--- config.mk ---
export PLATFORM = sky130hd
export DESIGN_NAME = heap_object_reference_scanner_unit
export DESIGN_NICKNAME = d
export VERILOG_FILES = /design/src/sv/hors_pkg.sv /design/src/sv/hors_front.sv /design/src/sv/hors_queue.sv /design/src/sv/hors_back.sv /design/src/sv/heap_object_reference_scanner_unit.sv
export SDC_FILE = /design/constraint.sdc
export NUM_CORES = 1
export LEC_CHECK = 0
export ABC_AREA = 1
export BUFFER_PORTS_ARGS = -buffer_cell sky130_fd_sc_hd__buf_2
export CELL_PAD_IN_SITES_DETAIL_PLACEMENT = 2
export CELL_PAD_IN_SITES_GLOBAL_PLACEMENT = 2
export CORE_MARGIN = 1.5
export CORE_UTILIZATION = 43
export CTS_CLUSTER_SIZE = 10
export DETAILED_ROUTE_END_ITERATION = 10
export GPL_TIMING_DRIVEN = 0
export HOLD_SLACK_MARGIN = 0.06
export PLACE_DENSITY = 0.95
export SKIP_CTS_REPAIR_TIMING = 1
export SYNTH_ARGS = -nofsm -noshare
export SYNTH_HDL_FRONTEND = slang
export SYNTH_HIERARCHICAL = 1
export SYNTH_SLANG_ARGS = --single-unit
--- constraint.sdc ---
create_clock -name clk -period 14 [get_ports clk]
set_input_delay 1.4 -clock clk [delete_from_list [all_inputs] [get_ports clk]]
set_output_delay 1.4 -clock clk [all_outputs]
set_load 0.03 [all_outputs]
--- src/sv/hors_pkg.sv ---
`timescale 1ns / 1ps
// ----------------------------------------------------------------------------
// hors_pkg
// Shared types and constants of the heap object reference scanner.
// ----------------------------------------------------------------------------
package hors_pkg;

	localparam int PATTERN_WORDS   = 8;
	localparam int SLOT_INDEX_BITS = 16;
	localparam int PAT_IDX_W       = (PATTERN_WORDS > 1) ? $clog2(PATTERN_WORDS) : 1;
	localparam int PCNT_W          = $clog2(PATTERN_WORDS + 1);
	localparam int Q_DEPTH         = 4;
	localparam int Q_PTR_W         = $clog2(Q_DEPTH);
	localparam int Q_CNT_W         = $clog2(Q_DEPTH + 1);

	localparam logic [SLOT_INDEX_BITS-1:0] CNT_MAX = {SLOT_INDEX_BITS{1'b1}};

	localparam logic [1:0] OP_BEGIN   = 2'd0;
	localparam logic [1:0] OP_PATTERN = 2'd1;
	localparam logic [1:0] OP_SLOT    = 2'd2;
	localparam logic [1:0] OP_STOP    = 2'd3;

	localparam logic       KIND_SIZE = 1'b0;
	localparam logic       KIND_REF  = 1'b1;

	localparam logic [1:0] FMT_TRACEABLE = 2'd1;
	localparam logic [1:0] FMT_PATTERNED = 2'd2;

	localparam logic [2:0] VFMT_TRACED = 3'd2;
	localparam logic [2:0] VFMT_BYTE_A = 3'd4;
	localparam logic [2:0] VFMT_BYTE_B = 3'd5;
	localparam logic [2:0] VFMT_NONE   = 3'd7;

	typedef struct packed {
		logic [1:0]  opcode;
		logic [31:0] header_word;
		logic [31:0] fixed_format_word;
		logic [31:0] vector_format_word;
		logic [31:0] size_slot_word;
		logic [31:0] data_word;
	} in_item_t;

	typedef struct packed {
		logic        kind;
		logic [31:0] reference_word;
		logic [15:0] slot_index;
		logic [31:0] object_size;
		logic        overflow;
	} out_item_t;

	typedef struct packed {
		logic               full;
		logic               empty;
		logic [Q_CNT_W-1:0] count;
	} qstat_t;

endpackage

--- src/sv/hors_front.sv ---
`timescale 1ns / 1ps
// ----------------------------------------------------------------------------
// hors_front
// Accepts items, keeps the object state and bitmap, and classifies each item
// into a result or none.
// ----------------------------------------------------------------------------
module hors_front (
	input  logic                clk,
	input  logic                arst_n,
	input  logic                in_valid,
	output logic                in_ready,
	input  hors_pkg::in_item_t  in_item,
	output logic                push_valid,
	input  logic                push_ready,
	output hors_pkg::out_item_t push_item
);

	logic                                  obj_valid_q;
	logic                                  stopped_q;
	logic [1:0]                            fixed_mode_q;
	logic                                  vec_traced_q;
	logic [31:0]                           fixed_words_q;
	logic [31:0]                           vec_end_q;
	logic [hors_pkg::SLOT_INDEX_BITS-1:0]  slot_cnt_q;
	logic [hors_pkg::PCNT_W-1:0]           pat_cnt_q;
	logic [31:0]                           size_q;
	logic [31:0]                           pat_mem_q [hors_pkg::PATTERN_WORDS];

	logic                                  accept;
	logic                                  hdr_ok;
	logic [2:0]                            vform;
	logic [31:0]                           f_words;
	logic [31:0]                           rep;
	logic [31:0]                           var_part;
	logic [31:0]                           size_new;
	logic [31:0]                           vend_new;
	logic [31:0]                           idx32;
	logic [hors_pkg::SLOT_INDEX_BITS-1:0]  bit_idx;
	logic [31:0]                           w32;
	logic [31:0]                           pat_word;
	logic                                  can_slot;
	logic                                  pat_room;
	logic                                  emit;
	hors_pkg::out_item_t                   res;

	assign accept   = in_valid && push_ready;
	assign in_ready = push_ready;

	assign hdr_ok  = (in_item.header_word != 32'd0) && (in_item.header_word[1:0] == 2'b00);
	assign vform   = in_item.vector_format_word[2:0];
	assign f_words = {2'b00, in_item.fixed_format_word[31:2]} + 32'd1;
	assign rep     = {{2{in_item.size_slot_word[31]}}, in_item.size_slot_word[31:2]};

	always_comb begin
		priority if (vform == hors_pkg::VFMT_NONE) begin
			var_part = 32'd0;
		end else if (vform == hors_pkg::VFMT_BYTE_A || vform == hors_pkg::VFMT_BYTE_B) begin
			var_part = 32'd4 + rep;
		end else begin
			var_part = 32'd4 + {rep[29:0], 2'b00};
		end
	end

	assign size_new = {f_words[29:0], 2'b00} + var_part;
	assign vend_new = f_words + 32'd1 +
		(((vform == hors_pkg::VFMT_TRACED) && !in_item.size_slot_word[31]) ?
		{2'b00, in_item.size_slot_word[31:2]} : 32'd0);

	assign idx32    = 32'(slot_cnt_q);
	assign bit_idx  = slot_cnt_q - 1'b1;
	assign w32      = 32'(bit_idx[hors_pkg::SLOT_INDEX_BITS-1:5]);
	assign pat_word = pat_mem_q[w32[hors_pkg::PAT_IDX_W-1:0]];
	assign can_slot = obj_valid_q && !stopped_q && (slot_cnt_q != hors_pkg::CNT_MAX);
	assign pat_room = 32'(pat_cnt_q) < hors_pkg::PATTERN_WORDS;

	always_comb begin
		emit               = 1'b0;
		res.kind           = hors_pkg::KIND_REF;
		res.reference_word = in_item.data_word;
		res.slot_index     = idx32[15:0];
		res.object_size    = size_q;
		res.overflow       = 1'b0;
		unique case (in_item.opcode)
			hors_pkg::OP_BEGIN: begin
				emit               = 1'b1;
				res.kind           = hors_pkg::KIND_SIZE;
				res.reference_word = 32'd0;
				res.slot_index     = 16'd0;
				res.object_size    = hdr_ok ? size_new : 32'd0;
			end
			hors_pkg::OP_SLOT: begin
				if (can_slot) begin
					if (idx32 < fixed_words_q) begin
						if (fixed_mode_q == hors_pkg::FMT_TRACEABLE) begin
							emit = 1'b1;
						end else if (fixed_mode_q == hors_pkg::FMT_PATTERNED) begin
							if (w32 >= hors_pkg::PATTERN_WORDS) begin
								emit         = 1'b1;
								res.overflow = 1'b1;
							end else if (w32 < 32'(pat_cnt_q) && pat_word[bit_idx[4:0]]) begin
								emit = 1'b1;
							end
						end
					end else if (idx32 > fixed_words_q && vec_traced_q && idx32 < vec_end_q) begin
						emit = 1'b1;
					end
				end
			end
			default: begin
				emit = 1'b0;
			end
		endcase
	end

	assign push_valid = in_valid && emit;
	assign push_item  = res;

	always_ff @(posedge clk or negedge arst_n) begin
		if (!arst_n) begin
			obj_valid_q   <= 1'b0;
			stopped_q     <= 1'b1;
			fixed_mode_q  <= 2'd0;
			vec_traced_q  <= 1'b0;
			fixed_words_q <= 32'd0;
			vec_end_q     <= 32'd0;
			slot_cnt_q    <= '0;
			pat_cnt_q     <= '0;
			size_q        <= 32'd0;
		end else if (accept) begin
			unique case (in_item.opcode)
				hors_pkg::OP_BEGIN: begin
					pat_cnt_q  <= '0;
					slot_cnt_q <= {{(hors_pkg::SLOT_INDEX_BITS-1){1'b0}}, 1'b1};
					if (hdr_ok) begin
						obj_valid_q   <= 1'b1;
						stopped_q     <= 1'b0;
						fixed_mode_q  <= in_item.fixed_format_word[1:0];
						vec_traced_q  <= (vform == hors_pkg::VFMT_TRACED);
						fixed_words_q <= f_words;
						vec_end_q     <= vend_new;
						size_q        <= size_new;
					end else begin
						obj_valid_q   <= 1'b0;
						stopped_q     <= 1'b1;
						fixed_mode_q  <= 2'd0;
						vec_traced_q  <= 1'b0;
						fixed_words_q <= 32'd0;
						vec_end_q     <= 32'd0;
						size_q        <= 32'd0;
					end
				end
				hors_pkg::OP_PATTERN: begin
					if (pat_room) begin
						pat_cnt_q <= pat_cnt_q + 1'b1;
					end
				end
				hors_pkg::OP_SLOT: begin
					if (can_slot) begin
						slot_cnt_q <= slot_cnt_q + 1'b1;
					end
				end
				default: begin
					stopped_q <= 1'b1;
				end
			endcase
		end
	end

	// bitmap store, no reset
	always_ff @(posedge clk) begin
		if (accept && in_item.opcode == hors_pkg::OP_PATTERN && pat_room) begin
			pat_mem_q[pat_cnt_q[hors_pkg::PAT_IDX_W-1:0]] <= in_item.data_word;
		end
	end

endmodule

--- src/sv/hors_queue.sv ---
`timescale 1ns / 1ps
// ----------------------------------------------------------------------------
// hors_queue
// Short result queue between the classifying front and the output stage.
// ----------------------------------------------------------------------------
module hors_queue (
	input  logic                clk,
	input  logic                arst_n,
	input  logic                push_valid,
	output logic                push_ready,
	input  hors_pkg::out_item_t push_item,
	output logic                pop_valid,
	input  logic                pop_ready,
	output hors_pkg::out_item_t pop_item,
	output hors_pkg::qstat_t    stat
);

	hors_pkg::out_item_t              mem_q [hors_pkg::Q_DEPTH];
	logic [hors_pkg::Q_PTR_W-1:0]     wr_ptr_q;
	logic [hors_pkg::Q_PTR_W-1:0]     rd_ptr_q;
	logic [hors_pkg::Q_CNT_W-1:0]     cnt_q;
	logic                             do_push;
	logic                             do_pop;

	assign stat.full  = (32'(cnt_q) == hors_pkg::Q_DEPTH);
	assign stat.empty = (cnt_q == '0);
	assign stat.count = cnt_q;

	assign push_ready = !stat.full;
	assign pop_valid  = !stat.empty;
	assign pop_item   = mem_q[rd_ptr_q];
	assign do_push    = push_valid && push_ready;
	assign do_pop     = pop_valid && pop_ready;

	always_ff @(posedge clk or negedge arst_n) begin
		if (!arst_n) begin
			wr_ptr_q <= '0;
			rd_ptr_q <= '0;
			cnt_q    <= '0;
		end else begin
			if (do_push) begin
				wr_ptr_q <= wr_ptr_q + 1'b1;
			end
			if (do_pop) begin
				rd_ptr_q <= rd_ptr_q + 1'b1;
			end
			if (do_push && !do_pop) begin
				cnt_q <= cnt_q + 1'b1;
			end else if (do_pop && !do_push) begin
				cnt_q <= cnt_q - 1'b1;
			end
		end
	end

	always_ff @(posedge clk) begin
		if (do_push) begin
			mem_q[wr_ptr_q] <= push_item;
		end
	end

endmodule

--- src/sv/hors_back.sv ---
`timescale 1ns / 1ps
// ----------------------------------------------------------------------------
// hors_back
// Output stage: takes results from the queue into the output register.
// ----------------------------------------------------------------------------
module hors_back (
	input  logic                clk,
	input  logic                arst_n,
	input  logic                pop_valid,
	output logic                pop_ready,
	input  hors_pkg::out_item_t pop_item,
	output logic                out_valid,
	input  logic                out_ready,
	output hors_pkg::out_item_t out_item
);

	logic                out_valid_q;
	hors_pkg::out_item_t out_item_q;

	assign pop_ready = !out_valid_q || out_ready;
	assign out_valid = out_valid_q;
	assign out_item  = out_item_q;

	always_ff @(posedge clk or negedge arst_n) begin
		if (!arst_n) begin
			out_valid_q <= 1'b0;
		end else if (pop_ready) begin
			out_valid_q <= pop_valid;
		end
	end

	always_ff @(posedge clk) begin
		if (pop_valid && pop_ready) begin
			out_item_q <= pop_item;
		end
	end

endmodule

--- src/sv/heap_object_reference_scanner_unit.sv ---
`timescale 1ns / 1ps
// Takes one item per clock while the result queue has room. A begin item
// always yields a size report; slot items yield a traced reference when the
// slot holds one; pattern and stop items yield nothing. A result passes
// from its accepted item through a four-entry queue into the output register,
// so input and output stall on their own. The slot classifier is combinational:
// one bitmap bit and a counter compare per slot.
// ----------------------------------------------------------------------------
// heap_object_reference_scanner_unit
// Top level: front classifier, result queue and output stage.
// ----------------------------------------------------------------------------
module heap_object_reference_scanner_unit (
	input  logic                clk,
	input  logic                arst_n,
	input  logic                in_valid,
	output logic                in_ready,
	input  hors_pkg::in_item_t  in_item,
	output logic                out_valid,
	input  logic                out_ready,
	output hors_pkg::out_item_t out_item
);

	logic                push_valid;
	logic                push_ready;
	hors_pkg::out_item_t push_item;
	logic                pop_valid;
	logic                pop_ready;
	hors_pkg::out_item_t pop_item;
	hors_pkg::qstat_t    q_stat;

	hors_front u_front (
		.clk        (clk),
		.arst_n     (arst_n),
		.in_valid   (in_valid),
		.in_ready   (in_ready),
		.in_item    (in_item),
		.push_valid (push_valid),
		.push_ready (push_ready),
		.push_item  (push_item)
	);

	hors_queue u_queue (
		.clk        (clk),
		.arst_n     (arst_n),
		.push_valid (push_valid),
		.push_ready (push_ready),
		.push_item  (push_item),
		.pop_valid  (pop_valid),
		.pop_ready  (pop_ready),
		.pop_item   (pop_item),
		.stat       (q_stat)
	);

	hors_back u_back (
		.clk       (clk),
		.arst_n    (arst_n),
		.pop_valid (pop_valid),
		.pop_ready (pop_ready),
		.pop_item  (pop_item),
		.out_valid (out_valid),
		.out_ready (out_ready),
		.out_item  (out_item)
	);

`ifndef SYNTHESIS
	a_begin_pushes: assert property (@(posedge clk) disable iff (!arst_n)
		(in_valid && in_ready && in_item.opcode == hors_pkg::OP_BEGIN) |-> push_valid)
		else $error("begin item did not yield a size report");

	a_quiet_ops: assert property (@(posedge clk) disable iff (!arst_n)
		(in_valid && (in_item.opcode == hors_pkg::OP_PATTERN ||
		in_item.opcode == hors_pkg::OP_STOP)) |-> !push_valid)
		else $error("pattern or stop item yielded a result");

	a_queue_count: assert property (@(posedge clk) disable iff (!arst_n)
		(push_valid && push_ready && !(pop_valid && pop_ready)) |=>
		(q_stat.count == $past(q_stat.count) + 1'b1))
		else $error("queue count lost a pushed item");

	a_size_clean: assert property (@(posedge clk) disable iff (!arst_n)
		(out_valid && out_item.kind == hors_pkg::KIND_SIZE) |->
		(out_item.reference_word == 32'd0 && out_item.slot_index == 16'd0 &&
		!out_item.overflow))
		else $error("size report carries reference fields");
`endif

endmodule
### Yosys cells after proc, flatten, opt, wreduce, memory -nomap -nowiden

Memories as Yosys holds them, arrays and structs flattened. A register that Yosys moved wholly into a read port is not among the register bits.
Index checks and enable logic that the tools add are counted.
Widths: inputs -> output; s select.

| operators by class | value |
|---|---|
| $add $sub $neg | 13 |
| order comparisons | 7 |
| equal/unequal tests | 12 |
| mux-type cells | 38 |
| bitwise gates (word level) | 1 |
| reductions and logical operators | 36 |

Operators with widths:

| cell | number |
|---|---|
| $mux 32 | 5 |
| $mux 81 | 1 |
| $add 32x32->32 | 2 |
| $lt 16x32->1 | 2 |
| $add 3x32->32 const A | 1 |
| $add 32x1->32 const B | 1 |
| $gt 16x32->1 | 1 |
| $pmux 16 s2 | 1 |
| $reduce_bool 32->1 | 1 |
| $add 30x1->31 const B | 1 |
| $add 4x30->31 const A | 1 |
| $mux 30 | 1 |
| $mux 1 | 21 |
| $add 16x1->16 const B | 1 |
| $mux 16 | 1 |
| $ne 16x16->1 const B | 1 |
| $sub 16x1->16 const B | 1 |
| $logic_and 1x1->1 | 15 |
| $eq 3x3->1 const B | 4 |
| $ge 11x4->1 const B | 1 |
| $lt 11x4->1 | 1 |
| $pmux 4 s2 | 1 |
| $logic_not 1->1 | 7 |
| $lt 5x6->1 const B | 1 |
| 22 further kinds | 34 |

| storage, ports and cells | value |
|---|---|
| register bits | 129 |
| bits in writable memories | 584 |
| input port bits | 166 |
| output and inout port bits | 84 |
| word-level logic and storage cells | 122 |
| memories kept | 2 |

Memory list:

| memory | words | bits a word | read ports | clocked after Yosys merged registers in | write ports | line | text |
|---|---|---|---|---|---|---|---|
| u_queue.mem_q | 4 | 82 | 1 | 1 | 1 | hors_queue.sv:18 | `hors_pkg::out_item_t mem_q [hors_pkg::Q_DEPTH];` |
| u_front.pat_mem_q | 8 | 32 | 1 | 0 | 1 | hors_front.sv:27 | `logic [31:0] pat_mem_q [hors_pkg::PATTERN_WORDS];` |

### Longest topological paths before layout

An unclocked memory read counts as a cell.

| logic depth | value |
|---|---|
| depth after elaboration | 18 |
| depth in mapped cells | 33 |
| mapped depth without buffers | 31 |

### Hierarchy

The synthesis kept the hierarchy.

By module, submodules not included:

| module | instances | cells each | area an instance (sq um) | seq. area each (sq um) |
|---|---|---|---|---|
| hors_front | 1 | 2,651 | 22,061.2 | 10,691.5 |
| hors_queue | 1 | 1,018 | 13,570.5 | 10,024.6 |
| hors_back | 1 | 88 | 2,507.4 | 2,487.4 |

### Worst setup path after synthesis

Ideal clock, no wire load.

| timing | value |
|---|---|
| path type | register to register |
| from | register u_front/slot_cnt_q[0] (netlist bit) |
| to | memory u_queue/mem_q[0][0] (netlist bit), enable pin |
| library setup time | 0.523 ns |
| arrival | 6.573 ns |
| required time | 13.477 ns |
| slack | 6.904 ns |
| stages on the path, launching flop included | 23 |
| path buffers | 4 |
| period minus slack after synthesis | 7.096 ns |
| cell sequence | dfrtp_1 > buf_2 > inv_2 > clkbuf_1 > ha_1 > nand3_1 > nor2_1 > nand2_1 > nand2_1 > buf_2 > buf_2 > ha_1 > o211ai_1 > nand2_1 > a211oi_1 > nand3_1 > nand2_1 > nand2_1 > nand2_1 > nand2_1 > a21oi_1 > nand2_1 > nor2_1 |

| on the way | value |
|---|---|
| longest elaborated chain between the ends | 16 |
| elaborated cells between the ends (all ways) | 26 |
| classes of those cells | add/sub: 1; order compare: 5; eq/ne: 1; mux: 12; reduce/logical: 6; memory: 1 |

RTL lines:

| element | line | text |
|---|---|---|
| start, declared | hors_front.sv:24 | `logic [hors_pkg::SLOT_INDEX_BITS-1:0] slot_cnt_q;` |
| start signal, assigned | hors_front.sv:133 | `slot_cnt_q <= {{(hors_pkg::SLOT_INDEX_BITS-1){1'b0}}, 1'b1};` |
| start signal, assigned | hors_front.sv:159 | `slot_cnt_q <= slot_cnt_q + 1'b1;` |
| $sub 16x1->16 | hors_front.sv:70 | `assign bit_idx = slot_cnt_q - 1'b1;` |
| $mem_v2 8x32 | - |  |
| $bmux 1 s5 | hors_front.sv:100 | `end else if (w32 < 32'(pat_cnt_q) && pat_word[bit_idx[4:0]]) begin` |
| $mux 1 (not written as such) | hors_front.sv:100 |  |
| $logic_and 1x1->1 | hors_front.sv:100 |  |
| $mux 1 | hors_front.sv:100 |  |
| $mux 1 | hors_front.sv:97 | `if (w32 >= hors_pkg::PATTERN_WORDS) begin` |
| $mux 1 | hors_front.sv:96 | `end else if (fixed_mode_q == hors_pkg::FMT_PATTERNED) begin` |
| $mux 1 | hors_front.sv:94 | `if (fixed_mode_q == hors_pkg::FMT_TRACEABLE) begin` |
| $mux 1 | hors_front.sv:93 | `if (idx32 < fixed_words_q) begin` |
| $mux 1 * | hors_front.sv:92 | `if (can_slot) begin` |
| $pmux 1 s2 * | hors_front.sv:83 | `unique case (in_item.opcode)` |
| $logic_and 1x1->1 * | hors_front.sv:115 | `assign push_valid = in_valid && emit;` |
| net push_valid | heap_object_reference_scanner_unit.sv:23 | `logic push_valid;` |
| $logic_and 1x1->1 * | hors_queue.sv:32 | `assign do_push = push_valid && push_ready;` |
| $mux 1 * | hors_queue.sv:56 | `if (do_push) begin` |
| $mux 1 (not written as such) * | hors_queue.sv:57 | `mem_q[wr_ptr_q] <= push_item;` |
| end, declared | hors_queue.sv:18 |  |

Mark *: on every way through the listed nets, which the timed path passes. The rest lies on a longest branch. The select of a mux whose other input is x is not followed.

### Worst setup path in the final report

| timing | value |
|---|---|
| from | register u_front/slot_cnt_q[0] (netlist bit) |
| to | memory u_queue/mem_q[0][20] (netlist bit), enable pin |

The elaborated chain is that of the path after synthesis.

==> metrics.md <==
| Metric | Value |
|---|---|
| Iter 0 DRT Violations | `4943` |
| Slowest stage delay, CP | `0.88 ns` |
| Core Rows | `109` |
| Fmax | `121.1 MHz` |
| RSZ-0062 raised after global routing | `false` |
| Static leakage | `18.15 nW` |
| Cell area after synthesis | `between 30000 and 40000 sq um` |
| Fin. Hold Viols | `0` |
| Area post-placement | `41330 sq um` |
| DRC errors left | `0` |
| CTS Buf Count | `92` |
| Fin Setup TNS | `0 ns` |
| Final setup skew | `0.04449 ns` |
| Syn nets | `4031` |
| Worst-path fanout max | `23` |
| Post-layout min period | `roughly 8.3 ns` |
| Initial antenna violation count | `20` |
| Die footprint | `approximately 90000 sq um` |
| CP dominant cell by count | `nand2_1` |
| Tightest Pin Transition | `approximately 1.2 ns` |
| Pwr dens | `208.6 nW/um^2` |
| Routed vias/inst | `6.690` |
| Worst Slack Setup Final | `5.739 ns` |
| Critical path's slowest cell | `clkbuf_1` |
| Setup crit start kind | `register` |
| Yosys warnings | `6` |
| GP Congestion | `0.9042` |
| Drt pass-1 iters | `6` |
| Min Hold Slack | `0.4982 ns` |
| Fill cells | `9097` |
| Worst-path clk slew | `0.07 ns` |
| Critical Path AT | `8.63 ns` |
| Critical path required time | `~14 ns` |
| Number of buffers added on ports | `about 220` |
| Clk sinks | `794` |
| Drt total wl | `slightly below 200 mm` |
| Remaining Overflow, GRT | `0` |
| Crit Path Class | `register to register` |
| Layout Nets | `4367` |
| Largest net degree at the start of global routing | `92` |
| Final period utilization | `0.5901` |
| CTS root buffer | `clkbuf_16` |
| Syn-to-layout area delta | `15.43%` |
| Die Height | `300.8 microns` |
| Synth Area per Inst | `10.15 sq um` |
| ANT nets after route | `0` |
| Status | `finished clean` |
| First-pass GRT wire length | `between 200 and 300 mm` |
| CTS tree | `built` |
| Final instance area | `44010 sq um` |
| # setup viols final | `0` |
| Wirelength per Cell | `36.95 microns` |
| Max-cap violations | `0` |
| Slew Limit Fails | `0` |
| Worst skew pair latency | `0.71 ns` |
| H-tree depth | `3` |
| Footprint of the multi-input gates | `about 12000 sq um` |
| DP Worst Slack | `6.532 ns` |
| Gate Count Post-Synth | `3755` |
| # IOs | `between 200 and 300` |
| Worst slew margin | `0.1750` |
| Chip width | `around 300 microns` |
| Gr usage total | `0.4263` |
| Peak supply drop | `about 0.13 mV` |
| Endpoint type of the worst setup path | `register` |
| Reg area | `roughly 23000 sq um` |
| Vias in the first global route | `between 30000 and 40000` |
| Worst-case clock buffer depth | `3` |
| Hold WC Path Type | `register to register` |
| Starting density of the core | `0.4328` |
| R2r setup slk | `5.74 ns` |
| DR vias | `35600` |
| Core Area | `between 80000 and 90000 sq um` |
| Share of layout cells above drive strength 1 | `0.1203` |
| Overall Power | `9.180 mW` |
| Post-DP HPWL | `between 100 and 150 mm` |
[worst max-delay path, delay by kind of cell (launching register included)]
family / cells / cell delay [ns]
and+or+nand+nor: 12 / 2.97
buffers and inverters: 8 / 2.81
DFF: 1 / 0.42
adders and majority gates: 2 / 0.67
AOI/OAI and AO/OA: 3 / 0.99
[cell type report]
| cell class | count | area share |
|---|---|---|
| sequential | 794 | 0.5272 |
| clock buffer | 138 | 0.05742 |
| multi-input combinational | 2345 | 0.2815 |
| clock inverter | 12 | 0.002985 |
| buffer | 151 | 0.02047 |
| antenna | 9 | 0.0005117 |
| tap | 1165 | 0.03312 |
| inverter | 465 | 0.03966 |
| timing repair buffer | 242 | 0.03721 |
[final timing paths]
path                                             from                        end  depth (start not counted)
worst max register to register  u_front/slot_cnt_q[0]       u_queue/mem_q[0][20]                         25
max in group asynchronous                      arst_n          u_front/size_q[3]                          2
worst min register to register  u_front/vec_end_q[27]      u_front/vec_end_q[27]                          2
worst min-delay path            u_front/vec_end_q[27]      u_front/vec_end_q[27]                          2
min in group asynchronous                      arst_n  u_front/fixed_words_q[26]                          1
worst max-delay path            u_front/slot_cnt_q[0]       u_queue/mem_q[0][20]                         25
[power breakdown]
| part | leakage (nW) | switching [mW] | internal (mW) |
|---|---|---|---|
| Combinational | 9.04 | 2.81 | 0.883 |
| Sequential | 7.83 | 0.178 | 2.95 |
| Clock | 1.27 | 1.11 | 1.24 |
[metrics by stage]
stage	instances	util
global placement	5138	0.4617
global route	5319	0.4995
finish	5321	0.4996
floorplan	3755	-
detailed placement	5162	0.4692
CTS	5312	0.4993
[placed cells by master, fill, tap and decap left out, types with 15 or more instances in the layout]
cell,instances
o22ai_1,21
inv_1,447
o211ai_1,173
edfxtp_1,666
clkbuf_16,94
nor2_1,216
buf_12,16
nor4_1,23
ha_1,107
dfrtp_1,127
a21oi_1,143
o21ai_0,166
nand4_1,34
xor2_1,36
clkbuf_1,108
nand2_1,901
nor2_4,18
buf_2,258
buf_6,34
inv_2,16
nand3_1,312
a211oi_1,15
nor3_1,44
[per-layer routing]
metal / part of all wire / up-vias / track usage / wire length [microns]
met5: 0.00078 / - / 0 / 154
li1: - / 13620 / - / -
met2: 0.47 / 2934 / 0.7014 / 93220
met4: 0.076 / 18 / 0.2729 / 15020
met3: 0.091 / 950 / 0.08788 / 17970
met1: 0.36 / 18080 / 0.5099 / 70220
[sequential cells by signal, indices dropped and copies added, names as in the netlist]
register,count
u_front/vec_traced_q,1
u_back/out_valid,1
u_front/pat_mem_q,256
u_front/slot_cnt_q,16
u_back/out_item,82
u_front/size_q,32
u_queue/cnt_q,3
u_front/pat_cnt_q,4
u_front/stopped_q,1
u_front/vec_end_q,32
u_queue/wr_ptr_q,2
u_queue/mem_q,328
u_front/fixed_mode_q,2
u_front/fixed_words_q,31
u_front/obj_valid_q,1
u_queue/rd_ptr_q,2
Power figures use the tool's default switching activity.
